### src/design/tcpaw_pkg.sv
package tcpaw_pkg;

    // Send ring geometry (length must be a power of two)
    localparam int RING_LEN   = 4096;
    localparam int RING_IDX_W = $clog2(RING_LEN);
    localparam int RING_CNT_W = RING_IDX_W + 1;

    // Item kinds
    localparam logic KIND_ACK    = 1'b0;
    localparam logic KIND_UPDATE = 1'b1;

    // One input word
    typedef struct packed {
        logic                  kind;
        logic [31:0]           seg_seq;
        logic [31:0]           seg_ack;
        logic [15:0]           seg_window;
        logic [31:0]           new_next_seq;
        logic                  syn_in_flight;
        logic                  fin_in_flight;
        logic [31:0]           fin_sequence;
        logic [RING_CNT_W-1:0] bytes_added;
    } item_t;

    // One result word
    typedef struct packed {
        logic [RING_CNT_W-1:0] acked_bytes;
        logic                  wake_writers;
        logic                  rtt_sample;
        logic                  restart_retransmit;
        logic                  clear_persist;
        logic                  send_data_req;
        logic                  send_ack_req;
        logic [RING_IDX_W-1:0] ring_start;
        logic [RING_CNT_W-1:0] ring_count;
        logic [31:0]           oldest_unacked;
        logic [15:0]           send_window;
    } result_t;

    // Modular sequence compare: a before b
    function automatic logic seq_before(input logic [31:0] a, input logic [31:0] b);
        logic [31:0] diff;
        diff = a - b;
        return diff[31];
    endfunction

    // Modular sequence compare: a not after b
    function automatic logic seq_not_after(input logic [31:0] a, input logic [31:0] b);
        return (a == b) || seq_before(a, b);
    endfunction

endpackage

### src/design/tcpaw_item_if.sv
interface tcpaw_item_if;
    logic                           valid;
    logic                           ready;
    logic                           kind;
    logic [31:0]                    seg_seq;
    logic [31:0]                    seg_ack;
    logic [15:0]                    seg_window;
    logic [31:0]                    new_next_seq;
    logic                           syn_in_flight;
    logic                           fin_in_flight;
    logic [31:0]                    fin_sequence;
    logic [tcpaw_pkg::RING_CNT_W-1:0] bytes_added;

    modport source (
        output valid, kind, seg_seq, seg_ack, seg_window, new_next_seq,
               syn_in_flight, fin_in_flight, fin_sequence, bytes_added,
        input  ready
    );

    modport sink (
        input  valid, kind, seg_seq, seg_ack, seg_window, new_next_seq,
               syn_in_flight, fin_in_flight, fin_sequence, bytes_added,
        output ready
    );
endinterface

### src/design/tcpaw_result_if.sv
interface tcpaw_result_if;
    logic                             valid;
    logic                             ready;
    logic [tcpaw_pkg::RING_CNT_W-1:0] acked_bytes;
    logic                             wake_writers;
    logic                             rtt_sample;
    logic                             restart_retransmit;
    logic                             clear_persist;
    logic                             send_data_req;
    logic                             send_ack_req;
    logic [tcpaw_pkg::RING_IDX_W-1:0] ring_start;
    logic [tcpaw_pkg::RING_CNT_W-1:0] ring_count;
    logic [31:0]                      oldest_unacked;
    logic [15:0]                      send_window;

    modport source (
        output valid, acked_bytes, wake_writers, rtt_sample, restart_retransmit,
               clear_persist, send_data_req, send_ack_req, ring_start, ring_count,
               oldest_unacked, send_window,
        input  ready
    );

    modport sink (
        input  valid, acked_bytes, wake_writers, rtt_sample, restart_retransmit,
               clear_persist, send_data_req, send_ack_req, ring_start, ring_count,
               oldest_unacked, send_window,
        output ready
    );
endinterface

### src/design/tcpaw_core.sv
module tcpaw_core (
    input  logic               clk,
    input  logic               rst_n,
    input  logic               cfg_we,
    input  logic [31:0]        cfg_wdata,
    input  tcpaw_pkg::item_t   item,
    input  logic               fire,
    output tcpaw_pkg::result_t result
);

    localparam int IW = tcpaw_pkg::RING_IDX_W;
    localparam int CW = tcpaw_pkg::RING_CNT_W;

    // Connection state
    logic [31:0]   iss_reg;
    logic [31:0]   una_reg,        una_next;
    logic [31:0]   nxt_reg,        nxt_next;
    logic [15:0]   win_reg,        win_next;
    logic [31:0]   wl1_reg,        wl1_next;
    logic [31:0]   wl2_reg,        wl2_next;
    logic [IW-1:0] start_reg,      start_next;
    logic [CW-1:0] held_reg,       held_next;
    logic [63:0]   total_reg,      total_next;
    logic          syn_reg,        syn_next;
    logic          fin_reg,        fin_next;
    logic [31:0]   fin_seq_reg,    fin_seq_next;

    // Combinational work for the word in the input stage
    logic          ack_ok;
    logic [31:0]   raw_diff;
    logic [1:0]    less;
    logic [31:0]   acked_raw;
    logic [CW-1:0] acked;
    logic [CW-1:0] start_sum;
    logic [CW:0]   held_sum;
    logic          win_ok;
    logic [31:0]   old_end;
    logic [31:0]   new_end;

    always_comb
    begin
        una_next     = una_reg;
        nxt_next     = nxt_reg;
        win_next     = win_reg;
        wl1_next     = wl1_reg;
        wl2_next     = wl2_reg;
        start_next   = start_reg;
        held_next    = held_reg;
        total_next   = total_reg;
        syn_next     = syn_reg;
        fin_next     = fin_reg;
        fin_seq_next = fin_seq_reg;

        result = '0;

        // ACK acceptance and byte count
        ack_ok   = tcpaw_pkg::seq_before(una_reg, item.seg_ack)
                && tcpaw_pkg::seq_not_after(item.seg_ack, nxt_reg);
        raw_diff = item.seg_ack - una_reg;
        less     = {1'b0, syn_reg && (una_reg == iss_reg)}
                 + {1'b0, fin_reg && tcpaw_pkg::seq_before(fin_seq_reg, item.seg_ack)};
        acked_raw = (raw_diff > 32'(less)) ? raw_diff - 32'(less) : 32'd0;
        acked     = (acked_raw > 32'(held_reg)) ? held_reg : acked_raw[CW-1:0];
        start_sum = {1'b0, start_reg} + acked;

        // Window update ordering
        win_ok  = tcpaw_pkg::seq_before(wl1_reg, item.seg_seq)
               || ((wl1_reg == item.seg_seq)
                   && tcpaw_pkg::seq_not_after(wl2_reg, item.seg_ack));
        old_end = wl2_reg + 32'(win_reg);
        new_end = item.seg_ack + 32'(item.seg_window);

        // Sender update: saturating queue add
        held_sum = {1'b0, held_reg} + {1'b0, item.bytes_added};

        if (item.kind == tcpaw_pkg::KIND_UPDATE)
        begin
            nxt_next     = item.new_next_seq;
            syn_next     = item.syn_in_flight;
            fin_next     = item.fin_in_flight;
            fin_seq_next = item.fin_sequence;
            held_next    = (held_sum > (CW+1)'(tcpaw_pkg::RING_LEN))
                         ? CW'(tcpaw_pkg::RING_LEN) : held_sum[CW-1:0];
        end
        else
        begin
            if (ack_ok)
            begin
                start_next  = start_sum[IW-1:0];
                held_next   = held_reg - acked;
                total_next  = total_reg + 64'(acked);
                una_next    = item.seg_ack;
                result.acked_bytes        = acked;
                result.wake_writers       = (held_next < CW'(tcpaw_pkg::RING_LEN));
                result.rtt_sample         = 1'b1;
                result.restart_retransmit = tcpaw_pkg::seq_before(item.seg_ack, nxt_reg);
                result.send_data_req      = 1'b1;
            end
            if (win_ok)
            begin
                win_next = item.seg_window;
                wl1_next = item.seg_seq;
                wl2_next = item.seg_ack;
                if (!tcpaw_pkg::seq_not_after(new_end, old_end))
                begin
                    result.clear_persist = 1'b1;
                    result.send_data_req = 1'b1;
                end
            end
            result.send_ack_req = tcpaw_pkg::seq_before(nxt_reg, item.seg_ack);
        end

        result.ring_start     = start_next;
        result.ring_count     = held_next;
        result.oldest_unacked = una_next;
        result.send_window    = win_next;
    end

    // Configuration register
    always_ff @(posedge clk or negedge rst_n)
    begin
        if (!rst_n)
        begin
            iss_reg <= '0;
        end
        else if (cfg_we)
        begin
            iss_reg <= cfg_wdata;
        end
    end

    // State commits when the word moves to the result register
    always_ff @(posedge clk or negedge rst_n)
    begin
        if (!rst_n)
        begin
            una_reg     <= '0;
            nxt_reg     <= '0;
            win_reg     <= '0;
            wl1_reg     <= '0;
            wl2_reg     <= '0;
            start_reg   <= '0;
            held_reg    <= '0;
            total_reg   <= '0;
            syn_reg     <= 1'b0;
            fin_reg     <= 1'b0;
            fin_seq_reg <= '0;
        end
        else if (fire)
        begin
            una_reg     <= una_next;
            nxt_reg     <= nxt_next;
            win_reg     <= win_next;
            wl1_reg     <= wl1_next;
            wl2_reg     <= wl2_next;
            start_reg   <= start_next;
            held_reg    <= held_next;
            total_reg   <= total_next;
            syn_reg     <= syn_next;
            fin_reg     <= fin_next;
            fin_seq_reg <= fin_seq_next;
        end
    end

endmodule

### src/design/tcp_ack_window_update.sv
// Stages: a word accepted from item_in is held in the input register, then
// its result word is held in the result register until the sink takes it.
// Throughput: one word per cycle; the input register and result register
// stall together only while the result word is held by the sink.
// Reset (rst_n, async, active low) empties both stages and zeroes all core state.
module tcp_ack_window_update (
    input  logic           clk,
    input  logic           rst_n,
    input  logic           cfg_we,
    input  logic [31:0]    cfg_wdata,
    tcpaw_item_if.sink     item_in,
    tcpaw_result_if.source result_out
);

    logic               in_valid_reg;
    tcpaw_pkg::item_t   in_word_reg;
    logic               out_valid_reg;
    tcpaw_pkg::result_t out_word_reg;
    tcpaw_pkg::result_t core_result;
    tcpaw_pkg::item_t   in_word;
    logic               advance;
    logic               in_take;

    // Pipeline handshake
    assign advance       = in_valid_reg && (!out_valid_reg || result_out.ready);
    assign item_in.ready = !in_valid_reg || advance;
    assign in_take       = item_in.valid && item_in.ready;

    // Gather input word
    always_comb
    begin
        in_word.kind          = item_in.kind;
        in_word.seg_seq       = item_in.seg_seq;
        in_word.seg_ack       = item_in.seg_ack;
        in_word.seg_window    = item_in.seg_window;
        in_word.new_next_seq  = item_in.new_next_seq;
        in_word.syn_in_flight = item_in.syn_in_flight;
        in_word.fin_in_flight = item_in.fin_in_flight;
        in_word.fin_sequence  = item_in.fin_sequence;
        in_word.bytes_added   = item_in.bytes_added;
    end

    // Stage valid bits
    always_ff @(posedge clk or negedge rst_n)
    begin
        if (!rst_n)
        begin
            in_valid_reg  <= 1'b0;
            out_valid_reg <= 1'b0;
        end
        else
        begin
            if (in_take)
                in_valid_reg <= 1'b1;
            else if (advance)
                in_valid_reg <= 1'b0;

            if (advance)
                out_valid_reg <= 1'b1;
            else if (result_out.ready)
                out_valid_reg <= 1'b0;
        end
    end

    // Stage payloads
    always_ff @(posedge clk)
    begin
        if (in_take)
            in_word_reg <= in_word;
        if (advance)
            out_word_reg <= core_result;
    end

    tcpaw_core u_core (
        .clk       (clk),
        .rst_n     (rst_n),
        .cfg_we    (cfg_we),
        .cfg_wdata (cfg_wdata),
        .item      (in_word_reg),
        .fire      (advance),
        .result    (core_result)
    );

    // Result word out
    assign result_out.valid              = out_valid_reg;
    assign result_out.acked_bytes        = out_word_reg.acked_bytes;
    assign result_out.wake_writers       = out_word_reg.wake_writers;
    assign result_out.rtt_sample         = out_word_reg.rtt_sample;
    assign result_out.restart_retransmit = out_word_reg.restart_retransmit;
    assign result_out.clear_persist      = out_word_reg.clear_persist;
    assign result_out.send_data_req      = out_word_reg.send_data_req;
    assign result_out.send_ack_req       = out_word_reg.send_ack_req;
    assign result_out.ring_start         = out_word_reg.ring_start;
    assign result_out.ring_count         = out_word_reg.ring_count;
    assign result_out.oldest_unacked     = out_word_reg.oldest_unacked;
    assign result_out.send_window        = out_word_reg.send_window;

endmodule
### src/flat_wrapper.sv
// flat-port wrapper written by rule: the top's interface ports become plain ports
module tcp_ack_window_update_flat 
  (clk, rst_n, cfg_we, cfg_wdata, item_in_valid, item_in_kind, item_in_seg_seq, item_in_seg_ack, item_in_seg_window, item_in_new_next_seq, item_in_syn_in_flight, item_in_fin_in_flight, item_in_fin_sequence, item_in_bytes_added, item_in_ready, result_out_valid, result_out_acked_bytes, result_out_wake_writers, result_out_rtt_sample, result_out_restart_retransmit, result_out_clear_persist, result_out_send_data_req, result_out_send_ack_req, result_out_ring_start, result_out_ring_count, result_out_oldest_unacked, result_out_send_window, result_out_ready);
  tcpaw_item_if item_in_i ();
  tcpaw_result_if result_out_i ();
  input  logic clk;
  input  logic rst_n;
  input  logic cfg_we;
  input  logic [31:0] cfg_wdata;
  input wire logic [$bits(item_in_i.valid)-1:0] item_in_valid;
  input wire logic [$bits(item_in_i.kind)-1:0] item_in_kind;
  input wire logic [$bits(item_in_i.seg_seq)-1:0] item_in_seg_seq;
  input wire logic [$bits(item_in_i.seg_ack)-1:0] item_in_seg_ack;
  input wire logic [$bits(item_in_i.seg_window)-1:0] item_in_seg_window;
  input wire logic [$bits(item_in_i.new_next_seq)-1:0] item_in_new_next_seq;
  input wire logic [$bits(item_in_i.syn_in_flight)-1:0] item_in_syn_in_flight;
  input wire logic [$bits(item_in_i.fin_in_flight)-1:0] item_in_fin_in_flight;
  input wire logic [$bits(item_in_i.fin_sequence)-1:0] item_in_fin_sequence;
  input wire logic [$bits(item_in_i.bytes_added)-1:0] item_in_bytes_added;
  output wire logic [$bits(item_in_i.ready)-1:0] item_in_ready;
  output wire logic [$bits(result_out_i.valid)-1:0] result_out_valid;
  output wire logic [$bits(result_out_i.acked_bytes)-1:0] result_out_acked_bytes;
  output wire logic [$bits(result_out_i.wake_writers)-1:0] result_out_wake_writers;
  output wire logic [$bits(result_out_i.rtt_sample)-1:0] result_out_rtt_sample;
  output wire logic [$bits(result_out_i.restart_retransmit)-1:0] result_out_restart_retransmit;
  output wire logic [$bits(result_out_i.clear_persist)-1:0] result_out_clear_persist;
  output wire logic [$bits(result_out_i.send_data_req)-1:0] result_out_send_data_req;
  output wire logic [$bits(result_out_i.send_ack_req)-1:0] result_out_send_ack_req;
  output wire logic [$bits(result_out_i.ring_start)-1:0] result_out_ring_start;
  output wire logic [$bits(result_out_i.ring_count)-1:0] result_out_ring_count;
  output wire logic [$bits(result_out_i.oldest_unacked)-1:0] result_out_oldest_unacked;
  output wire logic [$bits(result_out_i.send_window)-1:0] result_out_send_window;
  input wire logic [$bits(result_out_i.ready)-1:0] result_out_ready;
  assign item_in_i.valid = item_in_valid;
  assign item_in_i.kind = item_in_kind;
  assign item_in_i.seg_seq = item_in_seg_seq;
  assign item_in_i.seg_ack = item_in_seg_ack;
  assign item_in_i.seg_window = item_in_seg_window;
  assign item_in_i.new_next_seq = item_in_new_next_seq;
  assign item_in_i.syn_in_flight = item_in_syn_in_flight;
  assign item_in_i.fin_in_flight = item_in_fin_in_flight;
  assign item_in_i.fin_sequence = item_in_fin_sequence;
  assign item_in_i.bytes_added = item_in_bytes_added;
  assign item_in_ready = item_in_i.ready;
  assign result_out_valid = result_out_i.valid;
  assign result_out_acked_bytes = result_out_i.acked_bytes;
  assign result_out_wake_writers = result_out_i.wake_writers;
  assign result_out_rtt_sample = result_out_i.rtt_sample;
  assign result_out_restart_retransmit = result_out_i.restart_retransmit;
  assign result_out_clear_persist = result_out_i.clear_persist;
  assign result_out_send_data_req = result_out_i.send_data_req;
  assign result_out_send_ack_req = result_out_i.send_ack_req;
  assign result_out_ring_start = result_out_i.ring_start;
  assign result_out_ring_count = result_out_i.ring_count;
  assign result_out_oldest_unacked = result_out_i.oldest_unacked;
  assign result_out_send_window = result_out_i.send_window;
  assign result_out_i.ready = result_out_ready;
  tcp_ack_window_update u_core (.clk(clk), .rst_n(rst_n), .cfg_we(cfg_we), .cfg_wdata(cfg_wdata), .item_in(item_in_i), .result_out(result_out_i));
endmodule
### config.mk
export PLATFORM = sky130hd
export DESIGN_NAME = tcp_ack_window_update_flat
export DESIGN_NICKNAME = d
export VERILOG_FILES = /design/src/design/tcpaw_pkg.sv /design/src/design/tcpaw_item_if.sv /design/src/design/tcpaw_result_if.sv /design/src/design/tcpaw_core.sv /design/src/design/tcp_ack_window_update.sv /design/src/flat_wrapper.sv
export SDC_FILE = /design/constraint.sdc
export NUM_CORES = 1
export LEC_CHECK = 0
export BUFFER_PORTS_ARGS = -buffer_cell sky130_fd_sc_hd__buf_2
export CAP_MARGIN = 40
export CORE_MARGIN = 10
export CORE_UTILIZATION = 66
export CTS_BUF_LIST = sky130_fd_sc_hd__clkbuf_4 sky130_fd_sc_hd__clkbuf_8
export CTS_CLUSTER_DIAMETER = 30
export DETAILED_ROUTE_END_ITERATION = 6
export GPL_ROUTABILITY_DRIVEN = 0
export PLACE_DENSITY = 0.94
export SLEW_MARGIN = 20
export SYNTH_ARGS = -nofsm -noshare
export SYNTH_HDL_FRONTEND = slang
export SYNTH_SLANG_ARGS = --single-unit
### constraint.sdc
create_clock -name clk -period 32.3 [get_ports clk]
set_clock_uncertainty 0.05 [all_clocks]
set_input_delay 1.615 -clock clk [delete_from_list [all_inputs] [get_ports clk]]
set_output_delay 1.615 -clock clk [all_outputs]
set_load 0.02 [all_outputs]
Word-level counts from Yosys, hierarchy flattened
Cells that the tools add are included.
Word-level totals
  register bits: 489
  input port bits: 197
  output and inout bits: 94
  word-level logic and storage cells: 99
Operators by class
  $add $sub $neg: 15
  $lt $le $gt $ge: 4
  equality and inequality tests: 5
  multiplexer cells: 19
  bitwise operators: 3
  reductions and logical operators: 20
Operators by type and width (count)
  32-bit subtractor: 8
  32-bit equality test: 5
  32-bit 2-to-1 mux: 3
  32-bit by 16-bit adder with 32-bit output: 2
  13-bit 2-to-1 mux: 4
  32-bit by 13-bit greater-than comparator with 1-bit output: 1
  32-bit by 2-bit greater-than comparator with 1-bit output: 1
  16-bit 2-to-1 mux: 2
  32-bit by 2-bit subtractor with 32-bit output: 1
  12-bit 2-to-1 mux: 2
  13-bit by 13-bit adder with 14-bit output: 1
  14-bit by 13-bit greater-than comparator with 1-bit output (second input constant): 1
  13-bit < comparator (second input constant): 1
  13-bit subtractor: 1
  12-bit adder: 1
  1-bit logical AND: 6
  1-bit logical OR: 6
  1-bit 2-to-1 mux: 6
  2-bit 2-to-1 mux: 2
  2-bit nonzero test: 2
  2-bit OR reduction: 2
  1-bit NOT: 3
  3-bit AND reduction: 1
  1-bit by 1-bit adder with 2-bit output: 1
  2 further kinds: 3

Depth between registers and ports, before layout
Gate-level depths: netlist of run 1.
  depth in word-level cells: 10
  mapped depth: 56
  gate-level depth less buffers: 53

Cells and area by module
From an unflattened synthesis of run 1, not the netlist that was laid out.
Second synthesis, totals
  cell total of the unflattened synthesis: 2594
  area total of the unflattened synthesis: 29290.6 sq um
By module, submodules not included
  tcpaw_core: instances 1, cells an instance 2334, area an instance 21619.5 sq um, seq. area each 5880.6 sq um
  tcp_ack_window_update: instances 1, cells an instance 260, area an instance 7671.1 sq um, seq. area each 7617.3 sq um

Worst setup path before layout of run 1
No wires, ideal clock.
  path type: reg2reg
  start point: register u_core.in_word_reg[96] (netlist name)
  end point: register u_core.out_word_reg (netlist bit u_core.result_out.ring_count[5]), data pin
  setup time: 0.261 ns
  arrival time: 9.862 ns
  data required time: 31.989 ns
  path slack: 22.127 ns
  stages on the path, launching flop included: 52
  buffers on the path: 4
  clock period less this slack: 10.173 ns
  cell sequence: edfxtp_1 inv_1 ha_1 a21o_1 a21o_1 a21o_1 a21o_1 a21o_1 a21o_1 a21o_1 a21o_1 a21o_1 a21o_1 a21o_1 a21o_1 a211oi_1 o41ai_1 a221oi_1 [... 16 more ...] o21a_1 o21ai_0 a211o_1 a211oi_1 a31oi_1 a31o_1 buf_6 clkbuf_1 buf_1 a21oi_1 ha_1 a31o_2 or2_2 a21oi_1 nor2b_1 mux2i_1 a22o_1 a221o_1
RTL lines
  start, declared: RTL line tcp_ack_window_update.sv:16  | tcpaw_pkg::item_t in_word_reg;
  start signal, assigned: RTL line tcp_ack_window_update.sv:69  | in_word_reg <= in_word;
  end signal, assigned: RTL line tcp_ack_window_update.sv:71  | out_word_reg <= core_result;
  end, declared: RTL line tcp_ack_window_update.sv:18  | tcpaw_pkg::result_t out_word_reg;

==> results of run 1 <==
==> through the flow <==
stage                     hold WS (ns)  std cells  util (%)  power (mW)
after CTS                        0.424       3731      77.8        3.42
after global routing             0.427       3739      78.0        3.66
after detailed placement         0.414       3531      71.7        2.54
final                            0.411       3742      78.0        3.50
after global placement           0.411       3524      71.4        2.42
after floorplan                  0.405       2709         -        2.09
==> layer usage <==
| layer | vias up | global-route usage [%] | share of wire (%) |
|---|---|---|---|
| met3 | 632 | 10.7 | 11 |
| met1 | 11700 | 37.1 | 34 |
| met4 | 2 | 24.1 | 7.9 |
| met5 | - | 0 | 0.014 |
| met2 | 1806 | 55.7 | 47 |
| li1 | 10600 | - | - |
==> placed cells by master, fill, tap and decap left out, types with 9 or more instances in the layout <==
cell	netlist	layout
a21o_1	64	64
o21bai_1	26	26
dfrtp_1	237	237
xnor2_1	120	120
o22ai_1	10	10
nor3_1	29	29
nor2_1	130	130
a211oi_1	15	15
clkinvlp_4	0	15
inv_6	0	9
nand2b_1	51	50
or2_2	15	15
clkinv_2	0	9
nand4_1	57	57
inv_1	199	198
nor4_1	15	15
nand3_1	33	33
xor2_1	42	42
mux2_2	206	206
nor2b_1	47	47
edfxtp_1	252	252
bufinv_16	0	19
buf_4	2	11
nand2_1	188	187
clkinv_4	0	12
ha_1	325	325
clkbuf_4	0	12
a31oi_1	9	9
a21oi_1	165	163
and3_1	13	13
buf_2	11	291
o211ai_1	12	12
or3_1	13	13
o21a_1	16	16
clkbuf_8	0	117
o21ai_0	167	167
==> worst paths after layout <==
check / from / end / slack [ns] / cells after the start
max: u_core.in_word_reg[96] / u_core.u_core.held_reg[10] / 19.85 / 51
max reg2reg: u_core.in_word_reg[96] / u_core.u_core.held_reg[10] / 19.85 / 51
min in group asynchronous: rst_n / u_core.u_core.nxt_reg[24] / 0.85 / 1
min reg2reg: u_core.in_word_reg[39] / u_core.u_core.fin_seq_reg[26] / 0.41 / 1
max in group asynchronous: rst_n / u_core.u_core.wl2_reg[16] / 29.40 / 5
min: u_core.in_word_reg[39] / u_core.u_core.fin_seq_reg[26] / 0.41 / 1
==> power breakdown <==
part	internal [mW]	leakage, nW	total [mW]	switching, mW
clock	0.514	1.33	0.842	0.329
combinational	0.667	8.72	1.66	0.997
sequential	0.837	5.30	0.995	0.158
total	2.02	15.4	3.50	1.48
==> worst register-to-register path: cells and delay by family (launching register included) <==
family / cells / cell delay [ns]
muxes: 1 / 0.29
xor gates and xnor gates: 2 / 0.41
DFF: 1 / 0.57
buffers and inverters: 3 / 0.36
and+or+nand+nor: 6 / 1.13
adders and majority gates: 7 / 1.91
AOI/OAI and AO/OA: 32 / 7.61
==> area by class of cell <==
cell class,count,share of cell area [%]
well taps,592,2.14
clock buffers,129,4.92
diodes,3,0.0217
multi-input cells,1943,43.7
repair buffers,316,5.17
flip-flops and latches,489,39.0
inverters,199,2.17
clock inverters,71,2.85
==> logic make-up (layout without fill, tap and decap cells) <==
kind of cell	count (synthesis)	in the layout	share of synthesized area (%)
adder cells (fa/ha/maj)	333	333	14.1
AO/OA/AOI/OAI	594	594	12.9
buffers and inverters	277	715	3.65
other	0	3	0
XOR/XNOR	162	162	4.78
AND/OR/NAND/NOR	642	642	11.0
flip-flops	489	489	45.5
multiplexers	212	212	8.02
==> results.md, run 1 <==
- Run status: complete, but fails checks
- Violated checks: design-rule violations
- Post-DP HPWL: 63700 um
- Total of max-cap violations: 0
- Area Growth Syn to Fin: 16.6%
- Largest area contributor in the netlist: edfxtp_1
- DRT Wirelength: 92300 um
- CTS tree: built
- Iter 0 DRT Violations: 3196
- Final Cell Area: 34600 sq um
- Die X: 232 um
- Synth Register Bits: 489
- # clock sinks: 489
- First-pass GRT wire length: 143000 um
- Register clock-pin slew on the reported worst setup and hold paths: 0.07 ns
- Max FFs per register: 160
- Kind of cell adding the most delay to the critical path: compound AO/OA/AOI/OAI gates
- Worst Path Required: 32.84 ns
- Port bufs: 290
- Slew Limit Fails: 0
- Final worst setup slack: 19.85 ns
- Core Footprint: 44300 sq um
- Place WS: 20.64 ns
- Sequential area share after synthesis: 45.5%
- Post-route ant nets: 0
- Setup_tns: 0 ns
- Fin. Hold Viols: 0
- Worst IR Drop VDD: 0.0681 mV
- Yosys top cell area share: 25.5%
- H-tree depth: 3
- WP data arrival: 12.99 ns
- DRC: 4
- CTS root buffer: clkbuf_8
- Area of the multi-input gates: 15100 sq um
- Slowest cell on the critical path: o32a_1
- CP dominant cell by count: a21o_1
- Mapped Area: 29700 sq um
- Area post-placement: 31800 sq um
- Wire length per cell: 24.7 um
- Global route overflow: 0
- Routed via count: 24700
- Post-CTS Setup Repair Bufs: 0
- Vias per Instance: 6.61
- Tcrit/Tclk final: 38.5%
- Nets@finish: 3582
- Initial antenna violation count: 2
- Critical path start-end classification: reg2reg
- CP max stage delay: 0.58 ns
- Die footprint: 53800 sq um
- RSZ-0062 raised after global routing: no
- Crit path launch type: flip-flop
- Achievable Freq: 0.0803 GHz
- Largest net degree at the start of global routing: 100
- Pwr/cell area: 101 nW/um^2
- Seq. cell area: 13500 sq um
- Starting Density: 67.0%
- Post_cts resized: 0
- Hold crit path type: reg2reg
- Vias in the first global route: 26100
- Buf/Inv on CP: 3
- Syn avg cell area: 11.0 sq um
- Pre-antenna DRT Iters: 7
- Yosys warnings: 0
- Most used DFF post-synth: edfxtp_1
- Top post-synthesis cells by area: edfxtp_1 (26%), dfrtp_1 (20%), ha_1 (14%)
- Row count: 77
- Post-synth EDFFs: 252
- CTS Buf Count: 106
- Share of cells above drive strength 1: 24.5%
- Post-cts hold buffer count: 0
- Clock Path Buffers: 3
- Post-synth ARST share: 48.5%
- Cells after Synth: 2709
- IO Count: 291
- Relative slew slack: 32.1%
- Maximum fanout along the worst path: 16
- Die Ht: 232 um
- Worst-skew pair later-pin latency: 0.76 ns
- Post-Syn Nets: 3236
- Slew @ Worst Pin: 1.02 ns
- Final setup viols: 0
- Final min period: 12.45 ns
- Static Leak: 15.4 nW
- FILL cells: 2423
- GRT Util Overall: 34.0%
- Count leader, synth: ha_1
- Unique masters post-synth: 96
- Worst Setup End Kind: flip-flop
- Synth cell count leaders: ha_1 (325), edfxtp_1 (252), dfrtp_1 (237)
(Power assumes the default switching activity.)
==> run 2, diff against run 1 <==
--- a/config.mk
+++ b/config.mk
@@ -8,12 +8,12 @@
 export BUFFER_PORTS_ARGS = -buffer_cell sky130_fd_sc_hd__buf_2
 export CAP_MARGIN = 40
 export CORE_MARGIN = 10
-export CORE_UTILIZATION = 66
+export CORE_UTILIZATION = 62
 export CTS_BUF_LIST = sky130_fd_sc_hd__clkbuf_4 sky130_fd_sc_hd__clkbuf_8
 export CTS_CLUSTER_DIAMETER = 30
 export DETAILED_ROUTE_END_ITERATION = 6
 export GPL_ROUTABILITY_DRIVEN = 0
-export PLACE_DENSITY = 0.94
+export PLACE_DENSITY = 0.89
 export SLEW_MARGIN = 20
 export SYNTH_ARGS = -nofsm -noshare
 export SYNTH_HDL_FRONTEND = slang
==> constraint.sdc (replaced) <==
create_clock -name clk -period 11.8 [get_ports clk]
set_clock_uncertainty 0.05 [all_clocks]
set_input_delay 0.59 -clock clk [delete_from_list [all_inputs] [get_ports clk]]
set_output_delay 0.59 -clock clk [all_outputs]
set_load 0.02 [all_outputs]
==> run 2 against run 1 <==
The run still ends with design-rule violations left. First-iteration DRC count down 3.1%. Setup slack worse by 19 ns. Register-to-register slack worse by 19 ns. Worst hold slack worse by 0.38 ns. Sequential share of layout area down 1.4 points. Die area up 5.9%. Final cell count up 4.6%. Fmax up 9.9%. Total power rose to 2.7 times the previous value. Sequential cell count unchanged. Combinational power rose to 2.7 times the previous value. Clock power rose to 2.5 times the previous value.
==> results.md, run 2 (synthesized netlist as in run 1, its figures left out) <==
- FILL cells: 2783
- Max FFs per register: 160
- Cell-internal power: 5.40 mW
- GRT met2 Usage: 55.0%
- Static Leak: 15.9 nW
- Final setup viols: 0
- Worst Setup End Kind: flip-flop
- Row count: 80
- Port bufs: 290
- Initial antenna violation count: 1
- IO Count: 291
- Worst IR Drop VDD: 0.167 mV
- Switch share: 42.6%
- Starting Density: 62.4%
- Slew Limit Fails: 0
- Met3 Usage GRT: 8.40%
- GRT Util Overall: 32.6%
- Hold Slack: 0.0286 ns
- Core Footprint: 47500 sq um
- CP dominant cell by count: a21o_1
- Crit path launch type: flip-flop
- Achievable Freq: 0.0883 GHz
- Post-DP HPWL: 62500 um
- Iter 0 DRT Violations: 3096
- Worst Path Required: 12.34 ns
- Share of cells above drive strength 1: 23.2%
- Tcrit/Tclk final: 96.0%
- First-pass GRT wire length: 145000 um
- Critical path start-end classification: reg2reg
- Vias per Instance: 6.45
- CP max stage delay: 0.53 ns
- Final Cell Area: 35900 sq um
- Nets@finish: 3733
- Vias in the first global route: 26200
- Die footprint: 57000 sq um
- Area post-placement: 31800 sq um
- Combinational share of power: 48.4%
- GRT busiest layer: met2
- Pwr/cell area: 262 nW/um^2
- Clock Path Buffers: 3
- Relative slew slack: 39.1%
- Slew @ Worst Pin: 0.904 ns
- DRC: 86
- Die Ht: 239 um
- H-tree depth: 3
- Largest net degree at the start of global routing: 105
- Pre-antenna DRT Iters: 7
- Commonest non-fill, non-tap cells in the layout: ha_1 (325), buf_2 (291), edfxtp_1 (252)
- Violated checks: design-rule violations
- Net Sw Power: 4.00 mW
- Most common cell after layout, fill and taps aside: ha_1
- Wire length per cell: 24.1 um
- Run status: complete, but fails checks
- Met1 GRT Util: 36.4%
- Die X: 239 um
- Kind of cell adding the most delay to the critical path: compound AO/OA/AOI/OAI gates
- Maximum fanout along the worst path: 16
- Post-route ant nets: 0
- Global route overflow: 0
- Register clock-pin slew on the reported worst setup and hold paths: 0.05 ns
- Routed via count: 25300
- Worst-skew pair later-pin latency: 0.75 ns
- CTS root buffer: clkbuf_8
- Clock network fraction of design power: 22.6%
- Hold crit path type: in2reg
- DRT Wirelength: 94500 um
- # clock sinks: 489
- CTS Buf Count: 102
- Area Growth Syn to Fin: 21.0%
- Fin. Hold Viols: 0
- Final min period: 11.33 ns
- Seq pwr share: 29.0%
- Buf/Inv on CP: 3
- CTS tree: built
- Slowest cell on the critical path: edfxtp_1
- Total of max-cap violations: 0
- WP data arrival: 11.87 ns
==> run 2: changes by cell type in the layout (fill, tap and decap cells not counted), sizes merged <==
cell,before,now
buf,313,315
bufinv,19,15
clkbuf,132,127
clkinv,27,34
clkinvlp,15,11
diode,3,4
dlygate4sd3,0,156
inv,209,205
==> run 2: through the flow <==
step	TNS (ns)	total power, mW	std cells	worst slack [ns]	util, %
4_1_cts	0	9.15	3895	0.112	75.1
3_3_place_gp	0	6.64	3547	0.721	66.6
3_5_place_dp	0	6.93	3553	0.276	66.9
2_1_floorplan	0	5.73	2709	1.63	-
5_1_grt	-0.0152	9.87	3912	-0.0152	75.5
6_report	0	9.40	3914	0.471	75.5
==> run 2: path summary, 6_finish.rpt <==
check	cells past startpoint	slack, ns	to	startpoint
setup reg to reg	51	0.47	u_core.u_core.held_reg[10]	u_core.in_word_reg[96]
setup / recovery	51	0.47	u_core.u_core.held_reg[10]	u_core.in_word_reg[96]
max in group asynchronous	4	9.88	u_core.u_core.fin_seq_reg[16]	rst_n
hold / removal	1	0.03	u_core.in_word_reg[8]	item_in_bytes_added[8]
min in group asynchronous	2	0.44	u_core.result_out.valid	rst_n
hold reg to reg	1	0.41	u_core.u_core.fin_seq_reg[30]	u_core.in_word_reg[43]
==> run 2: timing repair <==
| action | 4_1_cts | 5_1_grt |
|---|---|---|
| hold endpoints to repair | 250 | 7 |
| setup buffers | 0 | 4 |
| hold buffers | 149 | 7 |
| endpoints found under the setup margin | 0 | 32 |
| resized for setup | 0 | 7 |
==> run 2: per-layer routing <==
metal / part of all wire, % / wire length [um]
met5: 0 / 0
met4: 7.1 / 6720
met3: 10 / 9620
met2: 48 / 45800
met1: 34 / 32400
==> run 2: power by group through the flow <==
stage          clock network [mW]  logic [mW]  registers (mW)
2_1_floorplan                   0        3.04            2.68
3_3_place_gp                    0        3.97            2.67
3_5_place_dp                    0        4.22            2.70
4_1_cts                      2.11        4.35            2.69
5_1_grt                      2.22        4.90            2.75
6_report                     2.12        4.55            2.73
==> run 2: area by class of cell <==
type                       count  area [sq um]  area share [%]
antenna                        4          10.0          0.0279
clock buffer                 127          1600            4.47
clock inverter                66           815            2.27
inverter                     199           752            2.10
multi-input combinational   1943         15100            42.1
sequential                   489         13500            37.6
tap                          615           769            2.14
timing repair buffer         471          3320            9.26
==> run 2: worst reg2reg max path: cells and delay by family, from the launching register on <==
kind | cells | cell delay (ns)
multiplexers | 1 | 0.31
AND/OR/NAND/NOR | 6 | 1.09
flip-flops | 1 | 0.53
AO/OA/AOI/OAI | 32 | 6.73
adder cells (fa/ha/maj) | 7 | 1.85
buffers and inverters | 3 | 0.34
XOR/XNOR | 2 | 0.31
